===== src/drt_pkg.sv =====
// Shared types, codes and constants for the divider and reloading timer.
// No dependencies; imported by drt_datapath and divider_and_reloading_timer.
`timescale 1ns / 1ps

package drt_pkg;

  localparam int unsigned DivStepCycles = 64;
  localparam logic [7:0]  CtrlReset     = 8'hF8;
  localparam int unsigned CtrlEnableBit = 2;
  localparam logic [7:0]  CountMax      = 8'hFF;

  typedef enum logic [1:0] {
    OP_TICK  = 2'd0,
    OP_READ  = 2'd1,
    OP_WRITE = 2'd2
  } op_t;

  typedef enum logic [1:0] {
    REG_DIV = 2'd0,
    REG_CNT = 2'd1,
    REG_RLD = 2'd2,
    REG_CTL = 2'd3
  } reg_sel_t;

  typedef enum logic [0:0] {
    ST_IDLE = 1'b0,
    ST_RUN  = 1'b1
  } state_t;

  typedef struct packed {
    logic       start_tick;
    logic       wr_en;
    logic       step_en;
    reg_sel_t   sel;
    logic [7:0] wdata;
    logic [5:0] cycles;
  } dp_ctrl_t;

  typedef struct packed {
    logic       done;
    logic       irq;
    logic [7:0] rd_data;
  } dp_status_t;

  function automatic logic [8:0] period_of(input logic [1:0] code);
    logic [8:0] p;
    case (code)
      2'd0:    p = 9'd256;
      2'd1:    p = 9'd4;
      2'd2:    p = 9'd16;
      default: p = 9'd64;
    endcase
    return p;
  endfunction

endpackage


===== src/drt_datapath.sv =====
// Timer register file and the shared subtract/compare unit for the period loop.
// Depends on drt_pkg for control and status structs and the period table.
`timescale 1ns / 1ps

module drt_datapath (
  input  logic                clk,
  input  logic                rst_n,
  input  drt_pkg::dp_ctrl_t   ctrl,
  output drt_pkg::dp_status_t status
);
  import drt_pkg::*;

  logic [7:0] div_r,    div_nxt;
  logic [5:0] div_acc_r, div_acc_nxt;
  logic [7:0] cnt_r,    cnt_nxt;
  logic [7:0] rld_r,    rld_nxt;
  logic [7:0] ctl_r,    ctl_nxt;
  logic [8:0] tacc_r,   tacc_nxt;
  logic       irq_r,    irq_nxt;

  logic [6:0] div_sum;
  logic [8:0] period;
  logic [9:0] diff;
  logic       enable;
  logic       ge;

  assign div_sum = {1'b0, div_acc_r} + {1'b0, ctrl.cycles};
  assign enable  = ctl_r[CtrlEnableBit];
  assign period  = period_of(ctl_r[1:0]);
  // shared unit: accumulator against period
  assign diff    = {1'b0, tacc_r} - {1'b0, period};
  assign ge      = ~diff[9];

  always_comb begin
    div_nxt     = div_r;
    div_acc_nxt = div_acc_r;
    cnt_nxt     = cnt_r;
    rld_nxt     = rld_r;
    ctl_nxt     = ctl_r;
    tacc_nxt    = tacc_r;
    irq_nxt     = irq_r;
    if (ctrl.start_tick) begin
      irq_nxt = 1'b0;
      div_acc_nxt = div_sum[5:0];
      if (div_sum >= 7'(DivStepCycles)) begin
        div_nxt = div_r + 8'd1;
      end
      if (enable) begin
        tacc_nxt = tacc_r + {3'b000, ctrl.cycles};
      end
    end else if (ctrl.wr_en) begin
      case (ctrl.sel)
        REG_DIV: div_nxt = '0;
        REG_CNT: cnt_nxt = ctrl.wdata;
        REG_RLD: rld_nxt = ctrl.wdata;
        REG_CTL: ctl_nxt = ctrl.wdata;
        default: ctl_nxt = ctl_r;
      endcase
    end else if (ctrl.step_en && enable && ge) begin
      tacc_nxt = diff[8:0];
      if (cnt_r == CountMax) begin
        cnt_nxt = rld_r;
        irq_nxt = 1'b1;
      end else begin
        cnt_nxt = cnt_r + 8'd1;
      end
    end
  end

  always_ff @(posedge clk) begin
    if (!rst_n) begin
      div_r     <= '0;
      div_acc_r <= '0;
      cnt_r     <= '0;
      rld_r     <= '0;
      ctl_r     <= CtrlReset;
      tacc_r    <= '0;
      irq_r     <= 1'b0;
    end else begin
      div_r     <= div_nxt;
      div_acc_r <= div_acc_nxt;
      cnt_r     <= cnt_nxt;
      rld_r     <= rld_nxt;
      ctl_r     <= ctl_nxt;
      tacc_r    <= tacc_nxt;
      irq_r     <= irq_nxt;
    end
  end

  always_comb begin
    status.done = ~enable | ~ge;
    status.irq  = irq_r;
    case (ctrl.sel)
      REG_DIV: status.rd_data = div_r;
      REG_CNT: status.rd_data = cnt_r;
      REG_RLD: status.rd_data = rld_r;
      REG_CTL: status.rd_data = ctl_r;
      default: status.rd_data = '0;
    endcase
  end

endmodule


===== src/divider_and_reloading_timer.sv =====
// Top level of the divider and reloading timer: stream ports, sequencer, output register.
// Depends on drt_pkg and drt_datapath.
`timescale 1ns / 1ps

// Every input transaction yields exactly one result transaction. Reads and writes
// complete in the accepting cycle and their result appears on the next cycle. A tick
// drains N timer periods from the timer accumulator (at most 79, when a long period is
// cut to 4); the drain loop runs one period subtraction per cycle through the single
// subtract/compare unit. The block is not ready while a tick drains or while the output
// register holds an untaken result.
module divider_and_reloading_timer (
  input  logic        clk,
  input  logic        rst_n,
  input  logic        in_tvalid,
  output logic        in_tready,
  input  logic [15:0] in_tdata,  // write_value[7:0], elapsed_cycles[13:8], zero pad
  input  logic [3:0]  in_tuser,  // operation[1:0], reg_select[3:2]
  output logic        out_tvalid,
  input  logic        out_tready,
  output logic [7:0]  out_tdata, // read_value[7:0]
  output logic [0:0]  out_tuser  // timer_irq[0]
);
  import drt_pkg::*;

  state_t     state_r, state_nxt;
  logic       out_valid_r, out_valid_nxt;
  logic [7:0] out_data_r;
  logic       out_irq_r;

  dp_ctrl_t   ctrl;
  dp_status_t status;

  logic       accept;
  logic       out_free;
  logic       load_out;
  logic [7:0] load_data;
  logic       load_irq;
  op_t        op;

  assign op       = op_t'(in_tuser[1:0]);
  assign out_free = ~out_valid_r | out_tready;
  assign accept   = in_tvalid & in_tready;

  drt_datapath u_dp (
    .clk    (clk),
    .rst_n  (rst_n),
    .ctrl   (ctrl),
    .status (status)
  );

  always_comb begin
    state_nxt = state_r;
    case (state_r)
      ST_IDLE: begin
        if (accept && op == OP_TICK) state_nxt = ST_RUN;
      end
      ST_RUN: begin
        if (status.done && out_free) state_nxt = ST_IDLE;
      end
      default: state_nxt = ST_IDLE;
    endcase
  end

  always_comb begin
    in_tready       = 1'b0;
    load_out        = 1'b0;
    load_data       = '0;
    load_irq        = 1'b0;
    ctrl.start_tick = 1'b0;
    ctrl.wr_en      = 1'b0;
    ctrl.step_en    = 1'b0;
    ctrl.sel        = reg_sel_t'(in_tuser[3:2]);
    ctrl.wdata      = in_tdata[7:0];
    ctrl.cycles     = in_tdata[13:8];
    case (state_r)
      ST_IDLE: begin
        in_tready = out_free;
        if (accept) begin
          case (op)
            OP_TICK:  ctrl.start_tick = 1'b1;
            OP_READ: begin
              load_out  = 1'b1;
              load_data = status.rd_data;
            end
            OP_WRITE: begin
              load_out   = 1'b1;
              ctrl.wr_en = 1'b1;
            end
            default:  load_out = 1'b1;
          endcase
        end
      end
      ST_RUN: begin
        ctrl.step_en = 1'b1;
        if (status.done && out_free) begin
          load_out = 1'b1;
          load_irq = status.irq;
        end
      end
      default: in_tready = 1'b0;
    endcase
  end

  assign out_valid_nxt = load_out | (out_valid_r & ~out_tready);

  always_ff @(posedge clk) begin
    if (!rst_n) begin
      state_r     <= ST_IDLE;
      out_valid_r <= 1'b0;
    end else begin
      state_r     <= state_nxt;
      out_valid_r <= out_valid_nxt;
    end
  end

  always_ff @(posedge clk) begin
    if (load_out) begin
      out_data_r <= load_data;
      out_irq_r  <= load_irq;
    end
  end

  assign out_tvalid   = out_valid_r;
  assign out_tdata    = out_data_r;
  assign out_tuser[0] = out_irq_r;

  a_no_accept_while_running : assert property (@(posedge clk) disable iff (!rst_n)
    state_r == ST_RUN |-> !in_tready)
    else $error("input taken while a tick drains");

  a_ready_needs_free_output : assert property (@(posedge clk) disable iff (!rst_n)
    in_tready |-> (!out_tvalid || out_tready))
    else $error("input taken with a stalled result pending");

  a_tick_starts_run : assert property (@(posedge clk) disable iff (!rst_n)
    (accept && op == OP_TICK) |=> state_r == ST_RUN)
    else $error("tick did not start the drain loop");

  a_run_end_gives_result : assert property (@(posedge clk) disable iff (!rst_n)
    (state_r == ST_RUN && status.done && out_free) |=> (out_tvalid && state_r == ST_IDLE))
    else $error("finished tick produced no result");

endmodule

===== config.mk =====
export PLATFORM = sky130hd
export DESIGN_NAME = divider_and_reloading_timer
export DESIGN_NICKNAME = d
export VERILOG_FILES = /design/src/drt_pkg.sv /design/src/drt_datapath.sv /design/src/divider_and_reloading_timer.sv
export SDC_FILE = /design/constraint.sdc
export NUM_CORES = 1
export LEC_CHECK = 0
export BUFFER_PORTS_ARGS = -buffer_cell sky130_fd_sc_hd__buf_4
export CORE_MARGIN = 1
export CORE_UTILIZATION = 45
export CTS_BUF_LIST = sky130_fd_sc_hd__clkbuf_8
export DETAILED_ROUTE_END_ITERATION = 10
export PLACE_DENSITY = 0.61
export SETUP_SLACK_MARGIN = 0.4
export SLEW_MARGIN = 30
export SYNTH_ARGS = -nofsm -noshare
export SYNTH_HDL_FRONTEND = slang
export SYNTH_SLANG_ARGS = --single-unit

===== constraint.sdc =====
create_clock -name clk -period 3.5 [get_ports clk]
set_input_delay 0 -clock clk [delete_from_list [all_inputs] [get_ports clk]]
set_output_delay 0 -clock clk [all_outputs]
set_load 0.05 [all_outputs]

**Yosys cells after proc, flatten, opt, wreduce, memory -nomap -nowiden**

Cells that the tools add are included.

- Bits of input ports: 24
- Word-level logic and storage cells: 91
- Bits in registers: 59
- Output and inout bits: 11

- Reduce and logical (&&, ||, !) cells: 20
- Magnitude comparators: 1
- Eq/ne operators: 12
- Add/sub/neg operators: 5
- Multiplexer cells: 27
- Bitwise logic cells: 15

Operators by type and width:

| kind | count |
|---|---|
| $mux 8 | 8 |
| $mux 9 | 4 |
| $pmux 8 s4 | 1 |
| $pmux 9 s3 | 1 |
| $reduce_and 3->1 | 6 |
| $add 8x1->8 const B | 2 |
| $not 1->1 | 10 |
| $sub 9x9->10 | 1 |
| $add 9x6->9 | 1 |
| $mux 1 | 9 |
| $eq 2x2->1 const B | 4 |
| $eq 8x8->1 const B | 1 |
| $ne 2x1->1 const B | 4 |
| $reduce_bool 2->1 | 4 |
| $add 6x6->7 | 1 |
| $ge 7x7->1 const B | 1 |
| $eq 2x1->1 const B | 3 |
| $logic_not 2->1 | 3 |
| $logic_and 1x1->1 | 4 |
| $mux 2 | 2 |
| $pmux 1 s2 | 2 |
| $or 1x1->1 | 3 |
| $reduce_or 3->1 | 1 |
| $and 1x1->1 | 2 |
| other kinds (2) | 2 |

**Depth between registers and ports, before layout**

Gate-level depths: netlist of the first run.

- Word-level depth: 8
- Mapped depth: 9
- Mapped depth without buffers: 9

**By module**

A second synthesis of the first run with hierarchy kept.

- Cell total of the unflattened synthesis: 408
- Area, all modules: 3537.1 um^2

By module, submodules not included:

| module | cells each | instances | area an instance (um^2) |
|---|---|---|---|
| drt_datapath | 372 | 1 | 3044.2 |
| divider_and_reloading_timer | 36 | 1 | 493.0 |

**Worst setup path before layout of the first run**

OpenSTA, ideal clock, no wires.

- Kind: reg-to-reg
- Start point: register out_valid_r (netlist: out_tvalid)
- End point: register u_dp.div_r[5]
- Data arrival time: 2253 ps
- Cell stages (with the launch flop): 9
- Slack: 1177 ps
- Path buffers: 2
- Setup time: 70 ps
- Data required time: 3430 ps
- Period minus slack after synthesis: 2323 ps
- Cell sequence: dfxtp_1 -> nor2b_4 -> buf_6 -> or4_4 -> buf_6 -> nor2_8 -> nand3_4 -> or4_1 -> a21oi_1

- Word-level cells in the longest chain between the ends: 8
- Elaborated cells on any way between the ends: 11
- Those cells by class: eq/ne: 1; mux: 4; bitwise: 3; reduce/logical: 3

Ends and longest elaborated chain:

| element | RTL line | RTL |
|---|---|---|
| start: declaration | divider_and_reloading_timer.sv:26 | `logic out_valid_r, out_valid_nxt;` |
| start signal: assignment | divider_and_reloading_timer.sv:112 | `out_valid_r <= out_valid_nxt;` |
| $not 1->1 (*) | divider_and_reloading_timer.sv:41 | `assign out_free = ~out_valid_r \| out_tready;` |
| $or 1x1->1 (*) | divider_and_reloading_timer.sv:41 |  |
| $mux 1 (*) | divider_and_reloading_timer.sv:75 | `case (state_r)` |
| $and 1x1->1 (*) | divider_and_reloading_timer.sv:42 | `assign accept = in_tvalid & in_tready;` |
| $mux 2 (*) | divider_and_reloading_timer.sv:78 | `if (accept) begin` |
| $mux 2 (*) | divider_and_reloading_timer.sv:75 |  |
| $ne 2x1->1 (no source line) / $reduce_bool 2->1 (equally long branches) | n/a |  |
| $reduce_and 3->1 (no source line) | n/a |  |
| end signal: assignment | drt_datapath.sv:80 | `div_r <= div_nxt;` |
| end: declaration | drt_datapath.sv:13 | `logic [7:0] div_r, div_nxt;` |

Mark *: on every way between the ends. The rest lies on a longest branch, timed or not.
A chain may end at the register's enable or synchronous reset.

**Worst setup path after layout of the first run**

- Start point: register u_dp.ctl_r[1]
- End point: register out_irq_r (netlist: out_tuser) (enable)

- Word-level cells in the longest chain between the ends: 7
- Elaborated cells on any way between the ends: 9
- Those cells by class: add/sub: 1; eq/ne: 2; mux: 3; bitwise: 1; reduce/logical: 2

Ends and longest elaborated chain:

| element | RTL line | RTL |
|---|---|---|
| start: declaration | drt_datapath.sv:17 | `logic [7:0] ctl_r, ctl_nxt;` |
| start signal: assignment | drt_datapath.sv:76 | `ctl_r <= CtrlReset;` |
| start signal: assignment | drt_datapath.sv:84 | `ctl_r <= ctl_nxt;` |
| $eq 2x2->1, or another cell as far along | drt_pkg.sv:47 | `case (code)` |
| $pmux 9 s3 (*) | drt_pkg.sv:47 |  |
| $sub 9x9->10 (*) | drt_datapath.sv:31 | `assign diff = {1'b0, tacc_r} - {1'b0, period};` |
| $or 1x1->1 (*) | drt_datapath.sv:91 | `status.done = ~enable \| ~ge;` |
| $logic_and 1x1->1 (*) | divider_and_reloading_timer.sv:95 | `if (status.done && out_free) begin` |
| $mux 1 (*) | divider_and_reloading_timer.sv:95 |  |
| $pmux 1 s2 (*) | divider_and_reloading_timer.sv:75 |  |
| via load_out | divider_and_reloading_timer.sv:35 | `logic load_out;` |
| end signal: assignment | divider_and_reloading_timer.sv:119 | `out_irq_r <= load_irq;` |
| end: declaration | divider_and_reloading_timer.sv:28 | `logic out_irq_r;` |

Mark *: on every way through the listed nets, which the timed path passes. The rest lies on a longest branch.

==> results of run 1 <==
critical path, delay by kind of cell, from the launching register on:
kind	cells	cell delay (ps)
AOI/OAI and AO/OA	5	900
and+or+nand+nor	2	650
adders and majority gates	1	330
DFF	1	420
registers in the layout (all words and copies together) (netlist names):
| signal | flops |
|---|---|
| u_dp.div_acc_r | 6 |
| state_r | 1 |
| u_dp.irq_r | 1 |
| u_dp.div_r | 8 |
| u_dp.cnt_r | 8 |
| u_dp.tacc_r | 9 |
| u_dp.ctl_r | 8 |
| out_tvalid | 1 |
| out_tuser | 1 |
| out_tdata | 8 |
| u_dp.rld_r | 8 |
per-stage QoR:
stage                     utilization  setup slack (ps)  cell area [um^2]
after floorplan                     -              1180              3620
after global placement          0.504               870              3910
after detailed placement        0.504               817              3910
after CTS                       0.539               795              4180
after global routing            0.539               557              4180
final                           0.539               840              4180
synth_stat cells (all sizes together), types with 2 or more instances:
master | n | area share
or4 | 3 | 0.0073
o31ai | 2 | 0.0080
xnor2 | 5 | 0.012
ha | 19 | 0.066
clkbuf | 13 | 0.013
o211a | 7 | 0.019
o31a | 2 | 0.0048
edfxtp | 9 | 0.075
and3 | 5 | 0.0086
dfxtp | 50 | 0.28
and4 | 2 | 0.0048
nand3 | 18 | 0.028
nand2 | 68 | 0.071
a21boi | 13 | 0.027
nor2 | 19 | 0.024
o21a | 6 | 0.012
buf | 5 | 0.0097
o22ai | 4 | 0.0069
inv | 14 | 0.015
or3 | 4 | 0.0069
fa | 2 | 0.011
mux4 | 8 | 0.050
mux2i | 11 | 0.030
a22oi | 2 | 0.0041
xor2 | 5 | 0.012
nor2b | 19 | 0.035
o211ai | 10 | 0.021
o21ai | 22 | 0.030
a21oi | 20 | 0.028
a21o | 2 | 0.0041
o2111ai | 2 | 0.0048
nor3 | 4 | 0.0055
o311ai | 3 | 0.0073
a31oi | 4 | 0.0069
nand2b | 4 | 0.0090
and2 | 6 | 0.010
nand4 | 3 | 0.0052
cell type report:
| class | count | area share |
|---|---|---|
| repair buffers | 41 | 0.0783 |
| clock buffers | 9 | 0.0296 |
| inverters | 14 | 0.0126 |
| flip-flops and latches | 59 | 0.304 |
| clock inverters | 7 | 0.0164 |
| well taps | 102 | 0.0305 |
| multi-input cells | 315 | 0.529 |
path summary, 6_finish.rpt:
path | end | startpoint | slack, ps
worst min-delay path | out_tvalid$_SDFF_PN0_ | out_tready | 10
worst max register to register | out_tuser$_SDFFCE_PN0P_ | u_dp.ctl_r[1]$_SDFFE_PN0P_ | 840
worst min register to register | u_dp.ctl_r[5]$_SDFFE_PN1P_ | u_dp.ctl_r[5]$_SDFFE_PN1P_ | 470
worst max-delay path | out_tuser$_SDFFCE_PN0P_ | u_dp.ctl_r[1]$_SDFFE_PN0P_ | 840
power breakdown:
| group | switching [uW] | total (uW) | internal, uW |
|---|---|---|---|
| Sequential | 8.39 | 711 | 703 |
| Clock | 281 | 606 | 325 |
| Combinational | 112 | 187 | 75.5 |
| Total | 401 | 1500 | 1100 |
metal layers:
layer,up-vias,global-route usage,part of all wire
met4,0,0.0661,0.0056
met3,8,0.0456,0.050
met1,1419,0.304,0.50
li1,1556,-,-
met5,-,0,0
met2,62,0.323,0.44
logic make-up after synthesis:
family / share of synthesized area
muxes: 0.0833
adders and majority gates: 0.0767
xor gates and xnor gates: 0.0242
buffers and inverters: 0.0377
AOI/OAI and AO/OA: 0.197
DFF: 0.351
and+or+nand+nor: 0.230
==> impl_metrics.tcl, run 1 <==
set metrics [dict create \
    outcome "finished clean" \
    n_fill_cell 750 \
    timing.final.crit_period_ps 2660 \
    cts_root_buf "clkbuf_8" \
    tightestPinTransition_ps 726 \
    synthFlopType "dfxtp_1" \
    synth_edf_count 9 \
    drv_slew 0 \
    grt_pass1_vias 2900 \
    drt-total-wl_mm 8.25 \
    fin_skew_ps 6.20 \
    synth_cell_types 58 \
    antenna_found_initial 0 \
    hold-worst-slack_ps 13.0 \
    cts_made_buffers 9 \
    drive_gt1_frac 0.153 \
    synth-seq-cells 59 \
    critPathRequiredTime_ps 3470 \
    fp.dieW_um 91.7 \
    grt_pass1_wl_mm 14.1 \
    post_cts_buffers 0 \
    fin_setup_tns_ps 0 \
    path_cells "nand2_1 > ha_1 > o21ai_0 > o21ai_0 > o31a_1 > o21ai_0 > a21oi_1 > nor2_1" \
    hold_violations 0 \
    vias 3045 \
    core_um2 7770 \
    crit_fanout 9 \
    cts.sinks 59 \
    ir_worst_vdd_uv 257 \
    hold_depth 4 \
    clk_latency_ps 330 \
    final_common_cell "nand2_1" \
    leakagePower_uw 0.00166 \
    avgSynthCellArea_um2 8.92 \
    clk_pin_slew_ps 70 \
    yosysWarnings 0 \
    routedWlPerCell_um 15.1 \
    crit_path_start_kind "flop" \
    fin_crit_sh 0.760 \
    synth_nets 451 \
    grt.overflow.total 0 \
    port_buffers 32 \
    layout_common_cells "nand2_1 (68), dfxtp_1 (50), buf_4 (33), o21ai_0 (20), a21oi_1 (20)" \
    reg2reg_depth 8 \
    max_stage_delay_ps 570 \
    postCtsHoldBufs 8 \
    power_uw 1500 \
    path_class "reg2reg" \
    multiInputGateArea_um2 2210 \
    final_cells 547 \
    hold_path_class "in2reg" \
    initialDrtViolationCount 202 \
    slew_headroom 0.514 \
    place_hpwl_mm 5.97 \
    dp_cells 523 \
    power_density_nw_per_um2 360 \
    start_util 0.466 \
    cts_buffer_depth 2 \
    maxCapViolations 0 \
    setup_viol 0 \
    area.growth.synth_to_final_pct 15.6 \
    diodes 0 \
    die_h_um 91.7 \
    grt_max_degree 52 \
    io_pins 35 \
    ant_nets 0 \
    fin_nets 485 \
    drc 0 \
    syn_area_um2 3620 \
    route.detailed.vias_per_inst 5.57 \
    seq_area_frac_synth 0.351 \
    cts_tree "yes" \
    track_usage 0.214 \
    h-tree-depth 3 \
    dieArea_um2 8410 \
    rsz0062_at_grt "false" \
    cts_resized 0 \
    endpoint_kind "flop" \
    async_flop_share 0 \
    crit_slowest_cell "nor2_1" \
    synth_cells 406 \
    cpMostUsedCell "o21ai_0" \
    gp_congestion 0.787 \
    drt-pass1-iter-count 4 \
    max_freq_ghz 0.376 \
    fp-row-count 32 \
    worstPathArrival_ps 2630 \
    seq_area_um2 1270 \
]
(Power assumes the default switching activity.)
==> inputs of run 2 (changes only) <==
--- a/config.mk
+++ b/config.mk
@@ -5,6 +5,7 @@
 export SDC_FILE = /design/constraint.sdc
 export NUM_CORES = 1
 export LEC_CHECK = 0
+export ABC_AREA = 1
 export BUFFER_PORTS_ARGS = -buffer_cell sky130_fd_sc_hd__buf_4
 export CORE_MARGIN = 1
 export CORE_UTILIZATION = 45
==> constraint.sdc (replaced) <==
create_clock -name clk -period 2.7 [get_ports clk]
set_input_delay 0 -clock clk [delete_from_list [all_inputs] [get_ports clk]]
set_output_delay 0 -clock clk [all_outputs]
set_load 0.05 [all_outputs]
==> impl_metrics.tcl, run 2 <==
set metrics [dict create \
    path_class "reg2reg" \
    synth_top_area_frac 0.266 \
    drt-pass1-iter-count 5 \
    r2r-start "u_dp.tacc_r[0]$_SDFFE_PN0P_" \
    yosysTopAreaCell "dfxtp_1" \
    fin_setup_tns_ps 0 \
    seq_power_share 0.491 \
    cts_buffer_depth 2 \
    initialDrtViolationCount 188 \
    hold_path_class "in2reg" \
    power_frac_clock 0.360 \
    worstPathArrival_ps 2340 \
    synthFlopType "dfxtp_1" \
    start_util 0.477 \
    max_freq_ghz 0.474 \
    grt.met1_usage 0.296 \
    maxCapViolations 0 \
    post_cts_buffers 0 \
    synth.top_cells.by_count "nand2_1 (134), nor2_1 (77), inv_1 (67), dfxtp_1 (50), nand3_1 (41)" \
    gp_congestion 0.830 \
    yosysWarnings 0 \
    r2r-end "u_dp.tacc_r[6]$_SDFFE_PN0P_" \
    fin_crit_sh 0.782 \
    avgSynthCellArea_um2 6.83 \
    die_h_um 93.4 \
    io_pins 35 \
    holdPathEnd "u_dp.div_acc_r[0]$_SDFFE_PN0P_" \
    track_usage 0.226 \
    p_int_uw 1360 \
    grt_pass1_vias 3361 \
    cts_made_buffers 9 \
    grt_pass1_wl_mm 15.3 \
    vias 3601 \
    power_density_nw_per_um2 442 \
    drc 0 \
    setup_viol 0 \
    synth-seq-cells 59 \
    synth_edf_count 9 \
    reg2reg_depth 9 \
    reg2reg_slack_ps 590 \
    hold_depth 4 \
    core_um2 7890 \
    clk_pin_slew_ps 70 \
    switchingPower_uw 540 \
    synth_nets 596 \
    seq_area_frac_synth 0.338 \
    place_hpwl_mm 6.89 \
    cts_tree "yes" \
    fin_skew_ps 12.0 \
    regMostFlops "u_dp.tacc_r" \
    timing.final.crit_period_ps 2110 \
    endpoint_kind "flop" \
    synth_cells 551 \
    leakagePower_uw 0.00202 \
    postLayoutCoreUtil 0.545 \
    ant_nets 0 \
    fp-row-count 32 \
    async_flop_share 0 \
    hold-worst-slack_ps 40.4 \
    fin_nets 635 \
    crit_path_start_kind "flop" \
    drt-total-wl_mm 9.23 \
    clk_latency_ps 340 \
    antenna_found_initial 0 \
    netSwitchingFraction 0.284 \
    largest_reg_flops 9 \
    route.detailed.vias_per_inst 5.17 \
    grt.overflow.total 0 \
    critPathRequiredTime_ps 2930 \
    port_buffers 32 \
    tightestPinTransition_ps 607 \
    diodes 0 \
    synth_cell_types 39 \
    slew_headroom 0.591 \
    dp_cells 673 \
    combPwrFrac 0.150 \
    fp.dieW_um 93.4 \
    syn_area_um2 3760 \
    worstHoldStart "in_tdata[8]" \
    final_cells 697 \
    cts_root_buf "clkbuf_8" \
    routedWlPerCell_um 13.2 \
    crit_fanout 4 \
    drive_gt1_frac 0.116 \
    met2_usage 0.385 \
    dieArea_um2 8730 \
    ir_worst_vdd_uv 299 \
    top_usage_layer "met2" \
    n_fill_cell 801 \
    layout_common_cells "nand2_1 (133), nor2_1 (77), inv_1 (70), dfxtp_1 (50), nand3_1 (41)" \
    final_common_cell "nand2_1" \
    dp_slack_ps 500 \
    fin_ws_ps 589 \
    rsz0062_at_grt "false" \
    yosysMostFrequentCell "nand2_1" \
    hold_violations 0 \
    cts.sinks 59 \
    area.growth.synth_to_final_pct 14.3 \
    use_met3 0.0439 \
    h-tree-depth 3 \
    synthTopCellsByArea "dfxtp_1 (27%), nand2_1 (13%), nor2_1 (7.7%)" \
    outcome "finished clean" \
    grt_max_degree 41 \
    drv_slew 0 \
]
==> run 2: worst max-delay path by stage <==
stage,slack [ps],endpoint,cells after the start,startpoint
3_3_place_gp,510,out_tdata[5]$_SDFFCE_PP0P_,9,u_dp.ctl_r[0]$_SDFFE_PN0P_
3_5_place_dp,500,out_tdata[2]$_SDFFCE_PP0P_,9,u_dp.ctl_r[0]$_SDFFE_PN0P_
6_report,590,u_dp.tacc_r[6]$_SDFFE_PN0P_,9,u_dp.tacc_r[0]$_SDFFE_PN0P_
4_1_cts,490,out_tdata[2]$_SDFFCE_PP0P_,9,u_dp.ctl_r[0]$_SDFFE_PN0P_
2_1_floorplan,730,out_tdata[0]$_SDFFCE_PP0P_,9,u_dp.ctl_r[0]$_SDFFE_PN0P_
5_1_grt,440,out_tdata[3]$_SDFFCE_PP0P_,9,u_dp.ctl_r[0]$_SDFFE_PN0P_
==> run 2: cell type report <==
class                      instances  area (um^2)  area share
inverter                          72          270      0.0628
clock inverter                     6         25.0     0.00582
timing repair buffer              43          343      0.0797
multi-input combinational        405         2130       0.494
clock buffer                      10          138      0.0320
sequential                        59         1270       0.296
tap                              102          128      0.0297
==> run 2: cell families (layout without fill, tap and decap cells) <==
family / Yosys count / in the layout / share of synthesized area
XOR/XNOR: 12 / 12 / 0.0279
AO/OA/AOI/OAI: 96 / 96 / 0.146
adder cells (fa/ha/maj): 21 / 21 / 0.0738
buffers and inverters: 87 / 131 / 0.0974
AND/OR/NAND/NOR: 276 / 276 / 0.317
flip-flops: 59 / 59 / 0.338
==> run 2: through the flow <==
stage                     area (um^2)  power [uW]
after CTS                        4300        1920
after global placement           4060        1220
final                            4300        1900
after floorplan                  3760        1140
after detailed placement         4060        1230
after global routing             4300        1990
==> run 2: layer usage <==
layer  up-vias  share of wire
li1       1867              -
met3         7          0.037
met5         -              0
met2        68           0.45
met4         0         0.0069
met1      1659           0.50
==> run 2: power groups by stage <==
stage | combinational (uW) | sequential [uW] | clock [uW]
CTS | 285 | 933 | 704
floorplan | 152 | 987 | 0
global placement | 272 | 952 | 0
finish | 284 | 933 | 684
global route | 316 | 936 | 736
detailed placement | 275 | 953 | 0
==> run 2: timing repair <==
item / 4_1_cts / 5_1_grt
hold endpoints to repair: 13 / 0
resized for setup: 0 / 1
setup endpoints to repair: 0 / 9
hold buffers: 8 / 0
==> run 2: worst max-delay path, cell delays in order (launching register included) <==
cell     delay [ps]
dfxtp_1         330
ha_1            200
inv_1            60
fa_1            400
o21ai_0         530
nand2_1         140
a21oi_1         170
nor2_1           70
nor2_1           90
nor2_1           40
